## config.mk

```make
export PLATFORM = sky130hd
export DESIGN_NAME = selective_repeat_nack_tracker
export DESIGN_NICKNAME = d
export VERILOG_FILES = /design/src/hdl/srnt_pkg.sv /design/src/hdl/srnt_ram.sv /design/src/hdl/srnt_out_reg.sv /design/src/hdl/selective_repeat_nack_tracker.sv
export SDC_FILE = /design/constraint.sdc
export NUM_CORES = 1
export LEC_CHECK = 0
export BUFFER_PORTS_ARGS = -buffer_cell sky130_fd_sc_hd__clkbuf_2
export CORE_ASPECT_RATIO = 1.5
export CORE_MARGIN = 3
export CORE_UTILIZATION = 35
export DETAILED_ROUTE_END_ITERATION = 6
export PLACE_DENSITY = 0.54
export SYNTH_ARGS = -nofsm -noshare
export SYNTH_HDL_FRONTEND = slang
export SYNTH_SLANG_ARGS = --single-unit
```

## constraint.sdc

```tcl
create_clock -name clk_i -period 8.3 [get_ports clk_i]
set_clock_uncertainty 0.1 [all_clocks]
set_input_delay 0.83 -clock clk_i [delete_from_list [all_inputs] [get_ports clk_i]]
set_output_delay 0.83 -clock clk_i [all_outputs]
set_load 0.05 [all_outputs]
```

## src/hdl/srnt_pkg.sv

```systemverilog
// Shared types and constants for the selective-repeat NACK tracker.
// Used by srnt_out_reg and selective_repeat_nack_tracker; no dependencies.
package srnt_pkg;

  // Default bitmap depth (chunks per transfer)
  localparam int unsigned MAX_CHUNKS_DEF = 64;
  // Cap on NACK ranges reported per tick
  localparam int unsigned MAX_RESULTS    = 32;

  // Field widths
  localparam int unsigned LA_W    = 6;
  localparam int unsigned RANGE_W = 6;
  localparam int unsigned SEQ_W   = 32;
  localparam int unsigned OUT_DW  = 16;

  localparam logic [LA_W-1:0] LOOKAHEAD_RST = LA_W'(5);

  // Input beat kind (tuser)
  localparam logic FUNC_PKT  = 1'b0;
  localparam logic FUNC_TICK = 1'b1;

  // Result kind (tuser)
  localparam logic KIND_NACK   = 1'b0;
  localparam logic KIND_FINISH = 1'b1;

  // nack_lo/nack_hi: first and last missing chunk of a run, inclusive
  typedef struct packed {
    logic               kind;
    logic [RANGE_W-1:0] nack_lo;
    logic [RANGE_W-1:0] nack_hi;
    logic               last;
  } result_t;

endpackage

```

## src/hdl/srnt_ram.sv

```systemverilog
// Generic single-port-write, single-port-read RAM with registered read.
// No dependencies; contents are not reset.
module srnt_ram #(
  parameter int unsigned WIDTH = 1,
  parameter int unsigned DEPTH = 64
) (
  input  logic                             clk_i,
  input  logic                             we_i,
  input  logic [$clog2(DEPTH)-1:0]         waddr_i,
  input  logic [WIDTH-1:0]                 wdata_i,
  input  logic                             re_i,
  input  logic [$clog2(DEPTH)-1:0]         raddr_i,
  output logic [WIDTH-1:0]                 rdata_o
);

  logic [WIDTH-1:0] mem_q [DEPTH];
  logic [WIDTH-1:0] rdata_q;

  // write port
  always_ff @(posedge clk_i) begin
    if (we_i) begin
      mem_q[waddr_i] <= wdata_i;
    end
  end

  // registered read, holds when not enabled
  always_ff @(posedge clk_i) begin
    if (re_i) begin
      rdata_q <= mem_q[raddr_i];
    end
  end

  assign rdata_o = rdata_q;

endmodule

```

## src/hdl/srnt_out_reg.sv

```systemverilog
// Output register for result beats: holds one result until the sink takes it.
// Depends on srnt_pkg (result_t, field widths).
module srnt_out_reg (
  input  logic                   clk_i,
  input  logic                   rst_ni,
  input  logic                   load_i,
  input  srnt_pkg::result_t      item_i,
  output logic                   free_o,
  output logic                   m_axis_tvalid_o,
  input  logic                   m_axis_tready_i,
  // [5:0] nack_lo, [11:6] nack_hi, [15:12] zero
  output logic [15:0]            m_axis_tdata_o,
  // [0] kind
  output logic                   m_axis_tuser_o,
  output logic                   m_axis_tlast_o
);
  import srnt_pkg::*;

  logic    valid_q, valid_d;
  result_t item_q;

  assign free_o = !valid_q || m_axis_tready_i;

  always_comb begin
    valid_d = valid_q;
    if (load_i) begin
      valid_d = 1'b1;
    end else if (m_axis_tready_i) begin
      valid_d = 1'b0;
    end
  end

  always_ff @(posedge clk_i or negedge rst_ni) begin
    if (!rst_ni) begin
      valid_q <= 1'b0;
    end else begin
      valid_q <= valid_d;
    end
  end

  // payload, no reset
  always_ff @(posedge clk_i) begin
    if (load_i) begin
      item_q <= item_i;
    end
  end

  assign m_axis_tvalid_o = valid_q;
  assign m_axis_tdata_o  = {(OUT_DW - 2 * RANGE_W)'(0), item_q.nack_hi, item_q.nack_lo};
  assign m_axis_tuser_o  = item_q.kind;
  assign m_axis_tlast_o  = item_q.last;

endmodule

```

## src/hdl/selective_repeat_nack_tracker.sv

```systemverilog
// Selective-repeat receiver NACK range generator, top level.
// Bitmap of received chunks lives in srnt_ram; results leave through
// srnt_out_reg. Depends on srnt_pkg.
//
// Usage:
//   Input beats (s_axis): tuser = 0 is a packet header (seq, total in tdata),
//   tuser = 1 is a NACK interval tick. A header marks its chunk received;
//   the first acceptable header latches the chunk total.
//   Output beats (m_axis): tuser = 0 is a NACK range (start/end inclusive),
//   tuser = 1 is the finish beat; tlast flags the final beat of a tick.
//   cfg_we_i writes scan_lookahead from cfg_wdata_i. The user must assert
//   it only while the block is idle; the block does not enforce this.
// Timing:
//   After reset the bitmap is cleared by a pass over all MAX_CHUNKS entries,
//   with s_axis_tready_o low. A header goes through accept, bitmap read and
//   update; a tick does one bitmap read and one evaluate step per index.
//   Results sit in an output register, so a new beat is taken while the last
//   result waits; if the sink stalls while a tick still has a range to hand
//   over, the scan holds until the output register frees.
module selective_repeat_nack_tracker #(
  parameter int unsigned MAX_CHUNKS = srnt_pkg::MAX_CHUNKS_DEF
) (
  input  logic                       clk_i,
  input  logic                       rst_ni,
  // configuration: scan_lookahead
  input  logic                       cfg_we_i,
  input  logic [srnt_pkg::LA_W-1:0]  cfg_wdata_i,
  // input stream
  input  logic                       s_axis_tvalid_i,
  output logic                       s_axis_tready_o,
  // [31:0] seq, [63:32] total
  input  logic [63:0]                s_axis_tdata_i,
  // [0] func
  input  logic                       s_axis_tuser_i,
  // result stream
  output logic                       m_axis_tvalid_o,
  input  logic                       m_axis_tready_i,
  // [5:0] nack_lo, [11:6] nack_hi, [15:12] zero
  output logic [15:0]                m_axis_tdata_o,
  // [0] kind
  output logic                       m_axis_tuser_o,
  output logic                       m_axis_tlast_o
);
  import srnt_pkg::*;

  localparam int unsigned IW   = $clog2(MAX_CHUNKS);
  localparam int unsigned CW   = $clog2(MAX_CHUNKS + 1);
  localparam int unsigned SW   = IW + LA_W + 1;
  localparam int unsigned RC_W = $clog2(MAX_RESULTS + 1);

  typedef enum logic [6:0] {
    ST_CLEAR   = 7'b0000001,
    ST_IDLE    = 7'b0000010,
    ST_PKT_RD  = 7'b0000100,
    ST_PKT_UPD = 7'b0001000,
    ST_SCAN_RD = 7'b0010000,
    ST_SCAN_EV = 7'b0100000,
    ST_FLUSH   = 7'b1000000
  } state_e;

  state_e          state_q, state_d;
  logic [IW-1:0]   clr_idx_q, clr_idx_d;
  logic [CW-1:0]   total_q, total_d;
  logic [IW-1:0]   highest_q, highest_d;
  logic [CW-1:0]   got_cnt_q, got_cnt_d;
  logic            finished_q, finished_d;
  logic [LA_W-1:0] la_q;
  logic [IW-1:0]   seq_q, seq_d;
  logic [IW-1:0]   scan_i_q, scan_i_d;
  logic [IW-1:0]   last_idx_q, last_idx_d;
  logic            in_run_q, in_run_d;
  logic [IW-1:0]   run_start_q, run_start_d;
  logic [RC_W-1:0] run_cnt_q, run_cnt_d;
  logic            pend_v_q, pend_v_d;
  logic [IW-1:0]   pend_start_q, pend_start_d;
  logic [IW-1:0]   pend_end_q, pend_end_d;

  // RAM port signals
  logic          ram_we, ram_wdata, ram_re, ram_rdata;
  logic [IW-1:0] ram_waddr, ram_raddr;

  // output register interface
  logic    out_load, out_free;
  result_t out_item;

  // input fields
  logic              in_func;
  logic [SEQ_W-1:0]  in_seq, in_total;
  logic              in_accept;

  // scan helpers
  logic            total_bad;
  logic [CW-1:0]   tot_eff;
  logic [SW-1:0]   scan_sum, scan_lim;
  logic            run_done, at_end, stall, finish_ok;
  logic [IW-1:0]   run_s, run_e;

  assign in_func   = s_axis_tuser_i;
  assign in_seq    = s_axis_tdata_i[31:0];
  assign in_total  = s_axis_tdata_i[63:32];
  assign s_axis_tready_o = (state_q == ST_IDLE);
  assign in_accept = s_axis_tvalid_i && s_axis_tready_o;

  // header checks and scan bound
  assign total_bad = (total_q == '0)
                     && ((in_total == '0) || (in_total > SEQ_W'(MAX_CHUNKS)));
  assign tot_eff   = (total_q == '0) ? CW'(in_total) : total_q;
  assign scan_sum  = SW'(highest_q) + SW'(la_q) + SW'(1);
  assign scan_lim  = (scan_sum > SW'(total_q)) ? SW'(total_q) : scan_sum;

  // run bookkeeping for the index under evaluation
  assign at_end    = (scan_i_q == last_idx_q);
  assign run_done  = (ram_rdata && in_run_q) || (!ram_rdata && at_end);
  assign run_s     = (!ram_rdata && !in_run_q) ? scan_i_q : run_start_q;
  assign run_e     = ram_rdata ? (scan_i_q - IW'(1)) : scan_i_q;
  assign stall     = run_done && pend_v_q && !out_free;
  assign finish_ok = (got_cnt_q >= total_q);

  // configuration register
  always_ff @(posedge clk_i or negedge rst_ni) begin
    if (!rst_ni) begin
      la_q <= LOOKAHEAD_RST;
    end else if (cfg_we_i) begin
      la_q <= cfg_wdata_i;
    end
  end

  // main sequencer
  always_comb begin
    state_d      = state_q;
    clr_idx_d    = clr_idx_q;
    total_d      = total_q;
    highest_d    = highest_q;
    got_cnt_d    = got_cnt_q;
    finished_d   = finished_q;
    seq_d        = seq_q;
    scan_i_d     = scan_i_q;
    last_idx_d   = last_idx_q;
    in_run_d     = in_run_q;
    run_start_d  = run_start_q;
    run_cnt_d    = run_cnt_q;
    pend_v_d     = pend_v_q;
    pend_start_d = pend_start_q;
    pend_end_d   = pend_end_q;
    ram_we       = 1'b0;
    ram_waddr    = clr_idx_q;
    ram_wdata    = 1'b0;
    ram_re       = 1'b0;
    ram_raddr    = seq_q;
    out_load     = 1'b0;
    out_item     = '{kind: KIND_NACK, nack_lo: RANGE_W'(pend_start_q),
                     nack_hi: RANGE_W'(pend_end_q), last: 1'b0};

    unique case (state_q)
      // zero the bitmap after reset
      ST_CLEAR: begin
        ram_we    = 1'b1;
        clr_idx_d = clr_idx_q + IW'(1);
        if (clr_idx_q == IW'(MAX_CHUNKS - 1)) begin
          state_d = ST_IDLE;
        end
      end

      ST_IDLE: begin
        if (in_accept && !finished_q) begin
          if (in_func == FUNC_PKT) begin
            if (!total_bad) begin
              total_d = tot_eff;
              if (in_seq < SEQ_W'(tot_eff)) begin
                seq_d   = IW'(in_seq);
                state_d = ST_PKT_RD;
              end
            end
          end else if (total_q != '0) begin
            last_idx_d = IW'(scan_lim - SW'(1));
            scan_i_d   = '0;
            in_run_d   = 1'b0;
            run_cnt_d  = '0;
            pend_v_d   = 1'b0;
            state_d    = ST_SCAN_RD;
          end
        end
      end

      ST_PKT_RD: begin
        ram_re    = 1'b1;
        ram_raddr = seq_q;
        state_d   = ST_PKT_UPD;
      end

      // new chunk: set bit, raise highest, bump count
      ST_PKT_UPD: begin
        if (!ram_rdata) begin
          ram_we    = 1'b1;
          ram_waddr = seq_q;
          ram_wdata = 1'b1;
          got_cnt_d = got_cnt_q + CW'(1);
          if (seq_q > highest_q) begin
            highest_d = seq_q;
          end
        end
        state_d = ST_IDLE;
      end

      ST_SCAN_RD: begin
        ram_re    = 1'b1;
        ram_raddr = scan_i_q;
        state_d   = ST_SCAN_EV;
      end

      // one index: close or open a run; a closed run waits in pend until
      // the next one shows whether it was the last
      ST_SCAN_EV: begin
        if (!stall) begin
          if (run_done && pend_v_q) begin
            out_load = 1'b1;
          end
          if (run_done) begin
            pend_v_d     = 1'b1;
            pend_start_d = run_s;
            pend_end_d   = run_e;
            run_cnt_d    = run_cnt_q + RC_W'(1);
            in_run_d     = 1'b0;
          end else if (!ram_rdata && !in_run_q) begin
            in_run_d    = 1'b1;
            run_start_d = scan_i_q;
          end
          if (at_end || (run_done && (run_cnt_q == RC_W'(MAX_RESULTS - 1)))) begin
            state_d = ST_FLUSH;
          end else begin
            scan_i_d = scan_i_q + IW'(1);
            state_d  = ST_SCAN_RD;
          end
        end
      end

      // hand over the final range, or the finish beat
      ST_FLUSH: begin
        if (pend_v_q) begin
          if (out_free) begin
            out_load      = 1'b1;
            out_item.last = 1'b1;
            pend_v_d      = 1'b0;
            state_d       = ST_IDLE;
          end
        end else if (finish_ok) begin
          if (out_free) begin
            out_load   = 1'b1;
            out_item   = '{kind: KIND_FINISH, nack_lo: '0, nack_hi: '0,
                           last: 1'b1};
            finished_d = 1'b1;
            state_d    = ST_IDLE;
          end
        end else begin
          state_d = ST_IDLE;
        end
      end

      default: state_d = ST_IDLE;
    endcase
  end

  // control state
  always_ff @(posedge clk_i or negedge rst_ni) begin
    if (!rst_ni) begin
      state_q    <= ST_CLEAR;
      clr_idx_q  <= '0;
      total_q    <= '0;
      highest_q  <= '0;
      got_cnt_q  <= '0;
      finished_q <= 1'b0;
      in_run_q   <= 1'b0;
      run_cnt_q  <= '0;
      pend_v_q   <= 1'b0;
    end else begin
      state_q    <= state_d;
      clr_idx_q  <= clr_idx_d;
      total_q    <= total_d;
      highest_q  <= highest_d;
      got_cnt_q  <= got_cnt_d;
      finished_q <= finished_d;
      in_run_q   <= in_run_d;
      run_cnt_q  <= run_cnt_d;
      pend_v_q   <= pend_v_d;
    end
  end

  // scan and header payload
  always_ff @(posedge clk_i) begin
    seq_q        <= seq_d;
    scan_i_q     <= scan_i_d;
    last_idx_q   <= last_idx_d;
    run_start_q  <= run_start_d;
    pend_start_q <= pend_start_d;
    pend_end_q   <= pend_end_d;
  end

  // received-chunk bitmap
  srnt_ram #(
    .WIDTH (1),
    .DEPTH (MAX_CHUNKS)
  ) u_bitmap (
    .clk_i   (clk_i),
    .we_i    (ram_we),
    .waddr_i (ram_waddr),
    .wdata_i (ram_wdata),
    .re_i    (ram_re),
    .raddr_i (ram_raddr),
    .rdata_o (ram_rdata)
  );

  // result output register
  srnt_out_reg u_out (
    .clk_i           (clk_i),
    .rst_ni          (rst_ni),
    .load_i          (out_load),
    .item_i          (out_item),
    .free_o          (out_free),
    .m_axis_tvalid_o (m_axis_tvalid_o),
    .m_axis_tready_i (m_axis_tready_i),
    .m_axis_tdata_o  (m_axis_tdata_o),
    .m_axis_tuser_o  (m_axis_tuser_o),
    .m_axis_tlast_o  (m_axis_tlast_o)
  );

endmodule

```

==> summary.md, run 1 <==
| Metric | Value |
|---|---|
| Pwr/cell area | `179.5 nW/µm²` |
| Primary FF master, synth | `edfxtp_1` |
| RR Startpoint | `la_q[0]$_DFFE_PN1P_` |
| Min-Delay Endpoint | `got_cnt_q[6]$_DFFE_PN0P_` |
| # setup viols final | `0` |
| Critical path class | `reg -> reg` |
| Leak | `3.617 nW` |
| Max Cap Violations | `0` |
| Max Freq | `0.2506 GHz` |
| Initial antenna violation count | `0` |
| CTS clk-pin slew, worst paths | `0.06 ns` |
| Peak VDD IR | `0.0001012 V` |
| Nets | `971` |
| Slew HR | `30.47%` |
| Pre-antenna DRT Iters | `5` |
| Busiest grt layer | `met2` |
| Total track usage | `16.27%` |
| Commonest non-fill, non-tap cell in the layout | `edfxtp_1` |
| Cell variety after synth | `69` |
| GP Congestion | `0.8312` |
| Number of flops mapped to enable cells by yosys | `115` |
| Async set or reset register ratio after synthesis | `29.88%` |
| YS warnings | `0` |
| Routed wire per std cell | `17.54 µm` |
| Design Area, Final | `9980 µm²` |
| Met2 Usage GRT | `30.62%` |
| Core Util, Final | `41.58%` |
| TNS Setup | `0 ns` |
| Area Growth Syn to Fin | `15.71%` |
| Skew-Pair Late Insertion Delay | `0.43 ns` |
| Largest net degree at the start of global routing | `74` |
| Yosys top cell area share | `40.04%` |
| Via/cell ratio | `5.120` |
| Area of the die | `26600 µm²` |
| IO Pins | `96` |
| Hold Crit Start | `got_cnt_q[6]$_DFFE_PN0P_` |
| Cells after synthesis | `773` |
| Synth Register Bits | `164` |
| Post-DP HPWL | `15660 µm` |
| Share of layout cells above drive strength 1 | `20.05%` |
| Most frequent cells in the layout | `edfxtp_1 (115), nor2_1 (102), clkbuf_2 (91), dfrtp_1 (46), nand2_1 (44)` |
| Post-CTS sizing | `0` |
| Worst setup path start | `la_q[0]$_DFFE_PN1P_` |
| R2R depth | `14` |
| Post-synthesis sequential area ratio | `54.30%` |
| Buffers on Ports | `91` |
| Synth top area cells | `edfxtp_1 (40%), dfrtp_1 (13%), ha_1 (5.5%), nor2_1 (4.4%), mux2_2 (3.7%)` |
| Grt met1 use | `18.17%` |
| Crit path arrival time | `4.06 ns` |
| Die height | `198.3 µm` |
| CTS Hold Bufs | `0` |
| Hold Vio Cnt, Final | `0` |
| GRT overflow | `0` |
| Placement Cell Area | `9369 µm²` |
| Vias in the first global route | `6152` |
| Status | `finished, final reports clean` |
| Deepest clock path buffer count | `2` |
| Core area | `24000 µm²` |
| Clock H-tree levels | `4` |
| Worst Path Max Fanout | `9` |
| Drt initial violations | `310` |
| Tmin final | `3.991 ns` |
| Min Hold Slack | `0.3910 ns` |
| Postcts setup bufs | `0` |
| WP data required | `8.37 ns` |
| Startpoint types | `flip-flop` |
| Worst Hold Class | `reg -> reg` |
| Reg2reg end | `last_idx_q[4]$_DFFE_PP_` |
| Fill cells | `2378` |
| Least-Margin Pin Slew | `1.043 ns` |
| DRC | `0` |
| Post-Syn Area | `8625 µm²` |
| Initial Util | `35.93%` |
| Root Driver | `clkbuf_16` |
| Std-Cell Rows | `69` |
| Area leader, netlist | `edfxtp_1` |
| Num CTS Buffers | `17` |
| Syn Area/Cell | `11.16 µm²` |
| Via count | `6077` |
| Width of the die | `134.2 µm` |
| Grt met3 use | `2.745%` |
| FF-to-FF setup slack | `4.31 ns` |
| Final Cycle Share | `48.08%` |
| Routed Wire Length | `20820 µm` |
| Fin. max-slew vios | `0` |
| Hold depth | `1` |
| Routed Antenna Nets | `0` |
| RSZ-0062 raised after global routing | `no` |
| Critical path endpoint category | `flip-flop` |
| Clk sinks | `164` |
| CTS tree | `done` |
| N_diodes | `0` |
| First-pass GRT wire length | `33530 µm` |
cell usage after synthesis, types with 6 or more instances:
library cell and n:
clkbuf_1 21, mux2i_1 15, and2_1 15, mux2_1 8, dfrtp_1 46, o21ai_0 18, or2_2 9, edfxtp_1 115
a211o_1 8, nand4_1 11, nand2b_1 8, inv_1 38, nor4_1 16, xor2_1 7, nor2_1 102, o211ai_1 9
and3_1 8, ha_1 38, nor2b_1 8, nand2_1 44, mux2_2 28, nand3_1 22, xnor2_1 29, a31oi_1 10
nor3_1 18, a21oi_1 28, nor3b_1 6
flip-flops by register name, indices dropped and copies added, names as in the netlist, 7 cells and up:
register and count:
u_out.m_axis_tdata_o 12, got_cnt_q 7, u_bitmap.mem_q 64, state_q 7, total_q 7
stage by stage:
step	total power, W	worst slack, ns	cells
after global routing	0.001848	3.967	1187
after CTS	0.001804	4.289	1187
final	0.001791	4.309	1187
after floorplan	0.0009460	4.635	776
after detailed placement	0.0009812	4.308	1156
after global placement	0.0009797	4.404	1156
critical path, stage by stage, from the launching register on:
cell,delay [ns]
dfstp_2,0.52
inv_1,0.04
ha_1,0.20
fa_1,0.40
o21ai_0,0.16
a21oi_1,0.11
xnor2_1,0.25
ha_1,0.30
nand4_1,0.10
nor2_1,0.04
a21oi_1,0.72
mux2i_1,0.33
ha_1,0.22
nand3_1,0.09
xor2_1,0.15
area by class of cell:
| type | instances | area (µm²) | share of cell area [%] |
|---|---|---|---|
| clock buffers | 17 | 425.4 | 4.263 |
| clock inverters | 14 | 185.2 | 1.856 |
| inverters | 39 | 146.4 | 1.467 |
| multi-input cells | 539 | 3655 | 36.62 |
| flip-flops and latches | 164 | 4683 | 46.93 |
| well taps | 319 | 399.1 | 4.000 |
| repair buffers | 95 | 485.5 | 4.865 |
power breakdown:
group          leakage [nW]  switching, W  internal (W)
Sequential             1.55    0.00000375      0.000876
Clock                 0.284      0.000329      0.000499
Combinational          1.79     0.0000460     0.0000372
worst max-delay path by stage:
stage | end | slack [ns] | cells after the start
floorplan | u_bitmap.mem_q[25]$_DFFE_PP_ | 4.63 | 10
global placement | last_idx_q[4]$_DFFE_PP_ | 4.40 | 15
detailed placement | last_idx_q[4]$_DFFE_PP_ | 4.31 | 14
CTS | last_idx_q[4]$_DFFE_PP_ | 4.29 | 14
global route | last_idx_q[4]$_DFFE_PP_ | 3.97 | 15
finish | last_idx_q[4]$_DFFE_PP_ | 4.31 | 14
cells by family (layout without fill, tap and decap cells):
family / count (synthesis) / in the layout / share of synthesized area (%)
and+or+nand+nor: 293 / 293 / 17.19
adders and majority gates: 39 / 39 / 5.745
AOI/OAI and AO/OA: 116 / 116 / 9.154
buffers and inverters: 73 / 165 / 3.467
muxes: 51 / 51 / 6.441
DFF: 164 / 164 / 54.30
xor gates and xnor gates: 36 / 36 / 3.656
other: 1 / 4 / 0.04348
layer usage:
layer	part of all wire, %	vias to the layer above
met5	0	-
met1	40	2939
li1	-	2972
met2	55	137
met3	3.2	29
met4	2.3	0
(Power assumes the default switching activity.)
==> run 2: changes to the inputs <==
--- a/config.mk
+++ b/config.mk
@@ -5,12 +5,13 @@
 export SDC_FILE = /design/constraint.sdc
 export NUM_CORES = 1
 export LEC_CHECK = 0
+export ABC_AREA = 1
 export BUFFER_PORTS_ARGS = -buffer_cell sky130_fd_sc_hd__clkbuf_2
 export CORE_ASPECT_RATIO = 1.5
 export CORE_MARGIN = 3
 export CORE_UTILIZATION = 35
 export DETAILED_ROUTE_END_ITERATION = 6
-export PLACE_DENSITY = 0.54
+export PLACE_DENSITY = 0.56
 export SYNTH_ARGS = -nofsm -noshare
 export SYNTH_HDL_FRONTEND = slang
 export SYNTH_SLANG_ARGS = --single-unit
==> constraint.sdc (replaced) <==
create_clock -name clk_i -period 3.5 [get_ports clk_i]
set_clock_uncertainty 0.1 [all_clocks]
set_input_delay 0.35 -clock clk_i [delete_from_list [all_inputs] [get_ports clk_i]]
set_output_delay 0.35 -clock clk_i [all_outputs]
set_load 0.05 [all_outputs]
==> run 2 against run 1 <==
  * Non-clock buffer count is 17 higher
  * Count of clock-buffer cells in the layout did not move
  * Sequential share of layout area shrank 2.8 points
  * Sequential cell count unchanged
  * Total power rose by 130%
  * Combinational power rose by 140%
  * First-iteration DRC count fell by 5.8%
  * Register-to-register slack lost 4.1 ns
  * Via count up 16%
  * Largest power group unchanged
==> summary.md, run 2 <==
| Metric | Value |
|---|---|
| Status | `finished, final reports clean` |
| Via count | `7057 (+16%)` |
| Total track usage | `16.21% (-0.056 points)` |
| Max Used Layer | `met4` |
| Biggest register | `u_bitmap.mem_q` |
| Syn Area/Cell | `9.014 µm² (-19%)` |
| Pre-antenna DRT Iters | `4 (-1)` |
| Routed Antenna Nets | `0 (unchanged)` |
| CTS clk-pin slew, worst paths | `0.07 ns (about the same)` |
| Sw frac | `22.69% (+1.6 points)` |
| Width of the die | `137.8 µm (+2.7%)` |
| R2R depth | `15 (+1)` |
| Main combinational cell family by area after synthesis | `simple AND/OR/NAND/NOR gates` |
| Initial antenna violation count | `0 (unchanged)` |
| Reg2reg end | `last_idx_q[2]$_DFFE_PP_` |
| Post-DP HPWL | `16240 µm (+3.7%)` |
| Crit path arrival time | `3.41 ns (-0.65 ns)` |
| Worst Path Max Fanout | `7 (-2)` |
| Critical path endpoint category | `flip-flop` |
| Tmin final | `3.331 ns (-0.6597 ns)` |
| Buffers on Ports | `91 (unchanged)` |
| Synth top area cells | `edfxtp_1 (38%), dfrtp_1 (13%), nand2_1 (7.6%), inv_1 (6.5%), nor2_1 (5.2%)` |
| Post-Syn Area | `9122 µm² (+5.8%)` |
| Post-Synth Simple-Gate Area | `25.21% (+8.0 points)` |
| Primary FF master, synth | `edfxtp_1` |
| Deepest clock path buffer count | `2 (unchanged)` |
| Adder-Cell Fraction of Synth Area | `5.431% (-0.31 points)` |
| Number of flops mapped to enable cells by yosys | `115 (unchanged)` |
| Fin. max-slew vios | `0 (unchanged)` |
| M1 wire length | `8450 µm (+2.5%)` |
| Sw power | `0.0009226 W (+140%)` |
| Skew-Pair Late Insertion Delay | `0.44 ns (about the same)` |
| Vias in the first global route | `7023 (+14%)` |
| Synth cell count leaders | `nand2_1 (184), inv_1 (157), nor2_1 (127)` |
| Post-synthesis sequential area ratio | `51.34% (-3.0 points)` |
| Final total power | `0.004067 W (+130%)` |
| Worst setup path start | `la_q[0]$_DFFE_PN1P_` |
| Min Hold Slack | `0.01722 ns (-0.3738 ns)` |
| Peak VDD IR | `0.0002533 V (+150%)` |
| Area Growth Syn to Fin | `16.45%` |
| Part of the power in registers | `51.1% (+2.0 points)` |
| Gate power share | `4.8% (+0.2 points)` |
| Critical path class | `reg -> reg` |
| Routed wire per std cell | `14.78 µm (-16%)` |
| Metal2 WL | `11950 µm (+4.6%)` |
| Largest net degree at the start of global routing | `66 (-11%)` |
| Max FFs per register | `64 (unchanged)` |
| Drt initial violations | `292 (-5.8%)` |
| Cell variety after synth | `51 (-26%)` |
| Most frequent cells in the layout | `nand2_1 (183), inv_1 (157), nor2_1 (127), edfxtp_1 (115), nand3_1 (94)` |
| Cells after synthesis | `1012 (+31%)` |
| Clock H-tree levels | `4 (unchanged)` |
| WP data required | `3.58 ns (-4.79 ns)` |
| Synth Area in Compound Gates | `6.007% (-3.1 points)` |
| Clk sinks | `164 (unchanged)` |
| Post-synthesis mux area share | `0.6172% (-5.8 points)` |
| Leak | `4.734 nW (+31%)` |
| Clock power frac | `44.1% (-2.1 points)` |
| DRC | `0 (unchanged)` |
| Initial Util | `35.91% (about the same)` |
| YS warnings | `0 (unchanged)` |
| Core area | `25410 µm² (+5.9%)` |
| Share of layout cells above drive strength 1 | `18.54% (-1.5 points)` |
| N_diodes | `0 (unchanged)` |
| Commonest non-fill, non-tap cell in the layout | `nand2_1` |
| Async set or reset register ratio after synthesis | `29.88% (unchanged)` |
| Xor-xnor portion of the synthesized cell area | `3.072% (-0.58 points)` |
| Hold Vio Cnt, Final | `0 (unchanged)` |
| Root Driver | `clkbuf_16` |
| # setup viols final | `0 (unchanged)` |
| GRT overflow | `0 (unchanged)` |
| GP Congestion | `0.7954 (-4.3%)` |
| Final Cycle Share | `95.17% (+47 points)` |
| First-pass GRT wire length | `35610 µm (+6.2%)` |
| IO Pins | `96 (unchanged)` |
| CTS tree | `done` |
| Startpoint types | `flip-flop` |
| FF-to-FF setup slack | `0.17 ns (-4.14 ns)` |
| Max Cap Violations | `0 (unchanged)` |
| Synth Register Bits | `164 (unchanged)` |
| Yosys top cell area share | `37.85% (-2.2 points)` |
| Least-Margin Pin Slew | `0.9060 ns (-0.1370 ns)` |
| Num CTS Buffers | `17 (unchanged)` |
| Via/cell ratio | `4.814 (-6.0%)` |
| Pwr/cell area | `382.8 nW/µm² (+110%)` |
| Area leader, netlist | `edfxtp_1` |
| Die height | `203.7 µm (+2.8%)` |
| Std-Cell Rows | `71 (+2.9%)` |
| Max Freq | `0.3002 GHz (+20%)` |
| Hold Crit Start | `s_axis_tdata_i[2]` |
| Area of the die | `28080 µm² (+5.6%)` |
| RR Startpoint | `la_q[0]$_DFFE_PN1P_` |
| Worst Hold Class | `in -> reg` |
| Most frequent cell after synthesis | `nand2_1` |
| Routed Wire Length | `21660 µm (+4.0%)` |
| Slew HR | `39.59% (+9.1 points)` |
| CP endpoint | `last_idx_q[2]$_DFFE_PP_` |
| Nets | `1240 (+28%)` |
| Internal | `0.003144 W (+120%)` |
| Met3 Routed Length | `739 µm (+10%)` |
==> run 2: cell types whose count changed after synthesis, moves of 9 or more <==
cell	previous run	this run
a31oi_1	10	1
mux2i_1	15	0
xor2_1	7	23
and2_1	15	1
nor3_1	18	9
nor2_1	102	127
xnor2_1	29	9
nand2_1	44	184
inv_1	38	157
o21ai_0	18	39
clkbuf_1	21	7
mux2_2	28	5
nand3_1	22	95
==> run 2: logic make-up (layout without fill, tap and decap cells) <==
family,Yosys count,in the layout
mux,5,5
xor+xnor,32,32
fa+ha+maj,39,39
simple gates,490,491
compound gates,95,95
flops,164,164
other cells,1,4
buf+inv,186,308
==> run 2: layer usage <==
layer	global-route usage (%)	up-vias
met2	30.27	140
met4	5.438	0
met3	2.690	29
met1	18.37	3335
li1	-	3553
met5	0	-
==> run 2: worst min path at each step <==
stage               slack, ns  depth (start not counted)                                end
finish                   0.02                          1                 seq_q[2]$_DFFE_PP_
global route            0.008                          1                 seq_q[0]$_DFFE_PP_
CTS                     0.003                          1                 seq_q[2]$_DFFE_PP_
detailed placement       0.35                          1  u_out.m_axis_tvalid_o$_DFFE_PN0P_
global placement         0.36                          1  u_out.m_axis_tvalid_o$_DFFE_PN0P_
floorplan               -0.05                          0           clr_idx_q[0]$_DFFE_PN0N_
==> run 2: through the flow <==
stage | cell area (µm²) | utilization (%) | setup TNS (ns) | std cells | worst slack (ns)
6_report | 10620 | 41.81 | 0 | 1466 | 0.1690
5_1_grt | 10620 | 41.81 | -0.2903 | 1466 | -0.08519
3_3_place_gp | 10020 | 39.43 | -0.001389 | 1431 | -0.001389
3_5_place_dp | 10020 | 39.43 | -0.2590 | 1431 | -0.09701
4_1_cts | 10590 | 41.68 | 0 | 1464 | 0.003875
2_1_floorplan | 9135 | - | 0 | 1015 | 0.08448
==> run 2: repair_timing <==
| action | CTS | global route |
|---|---|---|
| pin swaps | 0 | 2 |
| hold buffers | 1 | 0 |
| cloned | 0 | 1 |
| endpoints found under the setup margin | 4 | 5 |
| buffers inserted | 0 | 1 |
| hold endpoints to repair | 27 | 0 |
| resized for setup | 2 | 8 |
==> run 2: critical path, cell delays in order, from the launching register on <==
cell and delay, ns:
dfstp_2 0.51, inv_1 0.04, ha_1 0.21, fa_1 0.39, o21ai_1 0.23, xnor2_1 0.15, inv_1 0.08, ha_1 0.27
and3_1 0.17, nand4_1 0.20, nand2_4 0.16, nand2_1 0.05, o21ai_1 0.11, inv_1 0.07, ha_2 0.18, xor2_1 0.15
==> run 2: area by class of cell <==
type,instances,area (µm²)
tap,328,410.4
multi-input combinational,666,3730
fill,2621,14780
inverter,164,625.6
timing repair buffer,112,615.6
clock buffer,17,425.4
clock inverter,15,132.6
sequential,164,4683
==> run 2: power groups by stage <==
stage          registers, W  clock network [W]  logic (W)
2_1_floorplan       0.00212                  0   0.000109
3_3_place_gp        0.00212                  0   0.000190
3_5_place_dp        0.00212                  0   0.000194
4_1_cts             0.00208            0.00182   0.000196
5_1_grt             0.00208            0.00191   0.000227
6_report            0.00208            0.00179   0.000196
==> run 3: changes to the inputs <==
--- a/config.mk
+++ b/config.mk
@@ -7,11 +7,12 @@
 export LEC_CHECK = 0
 export ABC_AREA = 1
 export BUFFER_PORTS_ARGS = -buffer_cell sky130_fd_sc_hd__clkbuf_2
+export CAP_MARGIN = 20
 export CORE_ASPECT_RATIO = 1.5
-export CORE_MARGIN = 3
+export CORE_MARGIN = 1.5
 export CORE_UTILIZATION = 35
 export DETAILED_ROUTE_END_ITERATION = 6
-export PLACE_DENSITY = 0.56
+export PLACE_DENSITY = 0.62
 export SYNTH_ARGS = -nofsm -noshare
 export SYNTH_HDL_FRONTEND = slang
 export SYNTH_SLANG_ARGS = --single-unit
==> run 3 against run 2 <==
  * Via count barely moved
  * Setup slack got worse by 0.0051 ns
  * Sequential power barely moved
  * Sequential share of layout area is 0.53 points lower
  * Final area grew 1.2%
  * Global-route usage increased by 0.58 points
  * Sequential cell count stayed put
  * Critical path depth is 1 higher
  * Critical path type unchanged
==> summary.md, run 3 (synthesized netlist as in run 2, its figures left out) <==
| Metric | Value |
|---|---|
| Status | `finished, final reports clean` |
| Multi-input logic area | `3730 µm² (unchanged)` |
| Pre-antenna DRT Iters | `5 (+1)` |
| Critical path class | `reg -> reg` |
| Biggest register | `u_bitmap.mem_q` |
| WP data required | `3.60 ns (+0.02 ns)` |
| Critical path endpoint category | `flip-flop` |
| Max FFs per register | `64 (unchanged)` |
| Routed Wire Length | `21140 µm (-2.4%)` |
| Slew HR | `37.80% (-1.8 points)` |
| Total track usage | `16.79% (+0.58 points)` |
| Routed wire per std cell | `14.34 µm (-2.9%)` |
| Routed Antenna Nets | `0 (unchanged)` |
| Hold Vio Cnt, Final | `0 (unchanged)` |
| Slowest CP cell | `dfstp_2` |
| Vias in the first global route | `7224 (+2.9%)` |
| CP max stage delay | `0.52 ns (about the same)` |
| Cell mode on critical path | `ha_1` |
| DRC | `0 (unchanged)` |
| Sequential cell area | `4683 µm² (unchanged)` |
| Via/cell ratio | `4.788 (-0.53%)` |
| Finished Layout Cells | `1474 (+0.55%)` |
| Worst Hold Class | `in -> reg` |
| # setup viols final | `0 (unchanged)` |
| Buffers on Ports | `91 (unchanged)` |
| CTS tree | `done` |
| Area of the die | `27060 µm² (-3.6%)` |
| Most frequent cells in the layout | `nand2_1 (183), inv_1 (157), nor2_1 (127), edfxtp_1 (115), nand3_1 (95)` |
| CTS clk-pin slew, worst paths | `0.07 ns (about the same)` |
| Die height | `200.7 µm (-1.5%)` |
| Largest net degree at the start of global routing | `66 (unchanged)` |
| Startpoint types | `flip-flop` |
| Area Growth Syn to Fin | `17.87%` |
| Core area | `25670 µm² (+1.1%)` |
| Deepest clock path buffer count | `2 (unchanged)` |
| Share of layout cells above drive strength 1 | `18.67% (+0.13 points)` |
| Placed cells | `1437 (+0.42%)` |
| Commonest non-fill, non-tap cell in the layout | `nand2_1` |
| Leak | `4.790 nW (+1.2%)` |
| Std-Cell Rows | `72 (+1.4%)` |
| Initial Util | `35.53% (-0.37 points)` |
| Initial antenna violation count | `0 (unchanged)` |
| Via count | `7058 (+0.014%)` |
| Drt initial violations | `357 (+22%)` |
| Clock H-tree levels | `4 (unchanged)` |
| Width of the die | `134.8 µm (-2.2%)` |
| Min Hold Slack | `0.02049 ns (+0.003271 ns)` |
| First-pass GRT wire length | `35160 µm (-1.3%)` |
| Crit path arrival time | `3.43 ns (+0.02 ns)` |
| IO Pins | `96 (unchanged)` |
| Num CTS Buffers | `17 (unchanged)` |
| GRT overflow | `0 (unchanged)` |
| Nets | `1243 (+0.24%)` |
| PnR worst setup slack | `0.1639 ns (-0.005130 ns)` |
| Root Driver | `clkbuf_16` |
| N_diodes | `0 (unchanged)` |
| Pwr/cell area | `402.4 nW/µm² (+5.1%)` |
| Critical-path cell list | `inv_1 > ha_1 > fa_1 > o21ai_2 > a21oi_1 > o21bai_1 > ha_1 > and3_1 > nand2_1 > nand3_1 > nand2_4 > nand2_1 > o21ai_1 > ha_1 > nand3b_1 > xnor2_1` |
| Post-DP HPWL | `15740 µm (-3.1%)` |
| Tmin final | `3.336 ns (+0.005130 ns)` |
| Clk sinks | `164 (unchanged)` |
| Fin. max-slew vios | `0 (unchanged)` |
| Peak VDD IR | `0.0003425 V (+35%)` |
| GP Congestion | `0.8290 (+4.2%)` |
| Setup WS pre-CTS | `0.003088 ns (+0.1001 ns)` |
| Core Util, Final | `41.88% (+0.071 points)` |
| Skew-Pair Late Insertion Delay | `0.45 ns (about the same)` |
| Fill cells | `2497 (-4.7%)` |
| Max Cap Violations | `0 (unchanged)` |
| Worst Path Max Fanout | `8 (+1)` |
| TNS Setup | `0 ns (unchanged)` |
| Max Freq | `0.2997 GHz (-0.15%)` |
| Least-Margin Pin Slew | `0.9258 ns (+0.01986 ns)` |
| Final Cycle Share | `95.32% (+0.15 points)` |
## run 3: cell count changes in the layout (fill, tap and decap cells not counted), sizes merged
cell         previous run  this run
clkinv                  8         2
buf                    20        21
dlygate4sd3             1         4
bufinv                  1         4
nand2                 194       193
inv                   167       171
clkinvlp                3         1
clkbuf                108       109
## run 3: power breakdown
group	internal (W)	total (W)	leakage (nW)	switching, W
clock network	0.00122	0.00205	0.310	0.000833
registers	0.00207	0.00208	1.56	0.00000393
logic	0.0000912	0.000200	2.92	0.000109
total	0.00338	0.00433	4.79	0.000946
## run 3: area by class of cell
type	count	area share [%]
Tap cell	333	3.875
Sequential cell	164	43.55
Clock inverter	14	1.966
Timing Repair Buffer	116	6.109
Inverter	164	5.818
Multi-Input combinational cell	665	34.69
Clock buffer	18	3.991
## run 3: stage by stage
| step | instance area (µm²) | total power (W) |
|---|---|---|
| final | 10750 | 0.004327 |
| after global routing | 10750 | 0.004462 |
| after CTS | 10710 | 0.004363 |
| after detailed placement | 10030 | 0.002311 |
| after global placement | 10020 | 0.002305 |
| after floorplan | 9135 | 0.002226 |
## run 3: repair_timing
item | 4_1_cts | 5_1_grt
resized for setup | 1 | 14
pin swaps | 0 | 3
setup endpoints to repair | 3 | 5
setup buffers | 0 | 1
endpoints found under the hold margin | 34 | 0
hold buffers | 4 | 0
## run 3: path summary, 6_finish.rpt
path                                           from                        to  slack [ns]  cells past startpoint
min                               s_axis_tdata_i[2]        seq_q[2]$_DFFE_PP_        0.02                      1
max in group asynchronous                    rst_ni       la_q[2]$_DFFE_PN1P_        2.05                      3
min reg2reg                got_cnt_q[6]$_DFFE_PN0P_  got_cnt_q[6]$_DFFE_PN0P_        0.40                      1
max reg2reg                     la_q[0]$_DFFE_PN1P_   last_idx_q[4]$_DFFE_PP_        0.16                     16
min in group asynchronous                    rst_ni  run_cnt_q[3]$_DFFE_PN0P_        0.47                      2
max                             la_q[0]$_DFFE_PN1P_   last_idx_q[4]$_DFFE_PP_        0.16                     16
## run 3: worst max-delay path: cells and delay by family (launching register included)
family	cells	cell delay (ns)
compound gates	4	0.53
xor+xnor	1	0.14
fa+ha+maj	4	1.12
buf+inv	1	0.05
flops	1	0.52
simple gates	6	0.64
## run 3: metal layers
| metal | up-vias | part of all wire, % | global-route usage [%] |
|---|---|---|---|
| met5 | - | 0 | 0 |
| met4 | 0 | 3.2 | 8.295 |
| met3 | 42 | 3.7 | 3.258 |
| met2 | 175 | 55 | 30.95 |
| met1 | 3283 | 38 | 18.01 |
| li1 | 3558 | - | - |
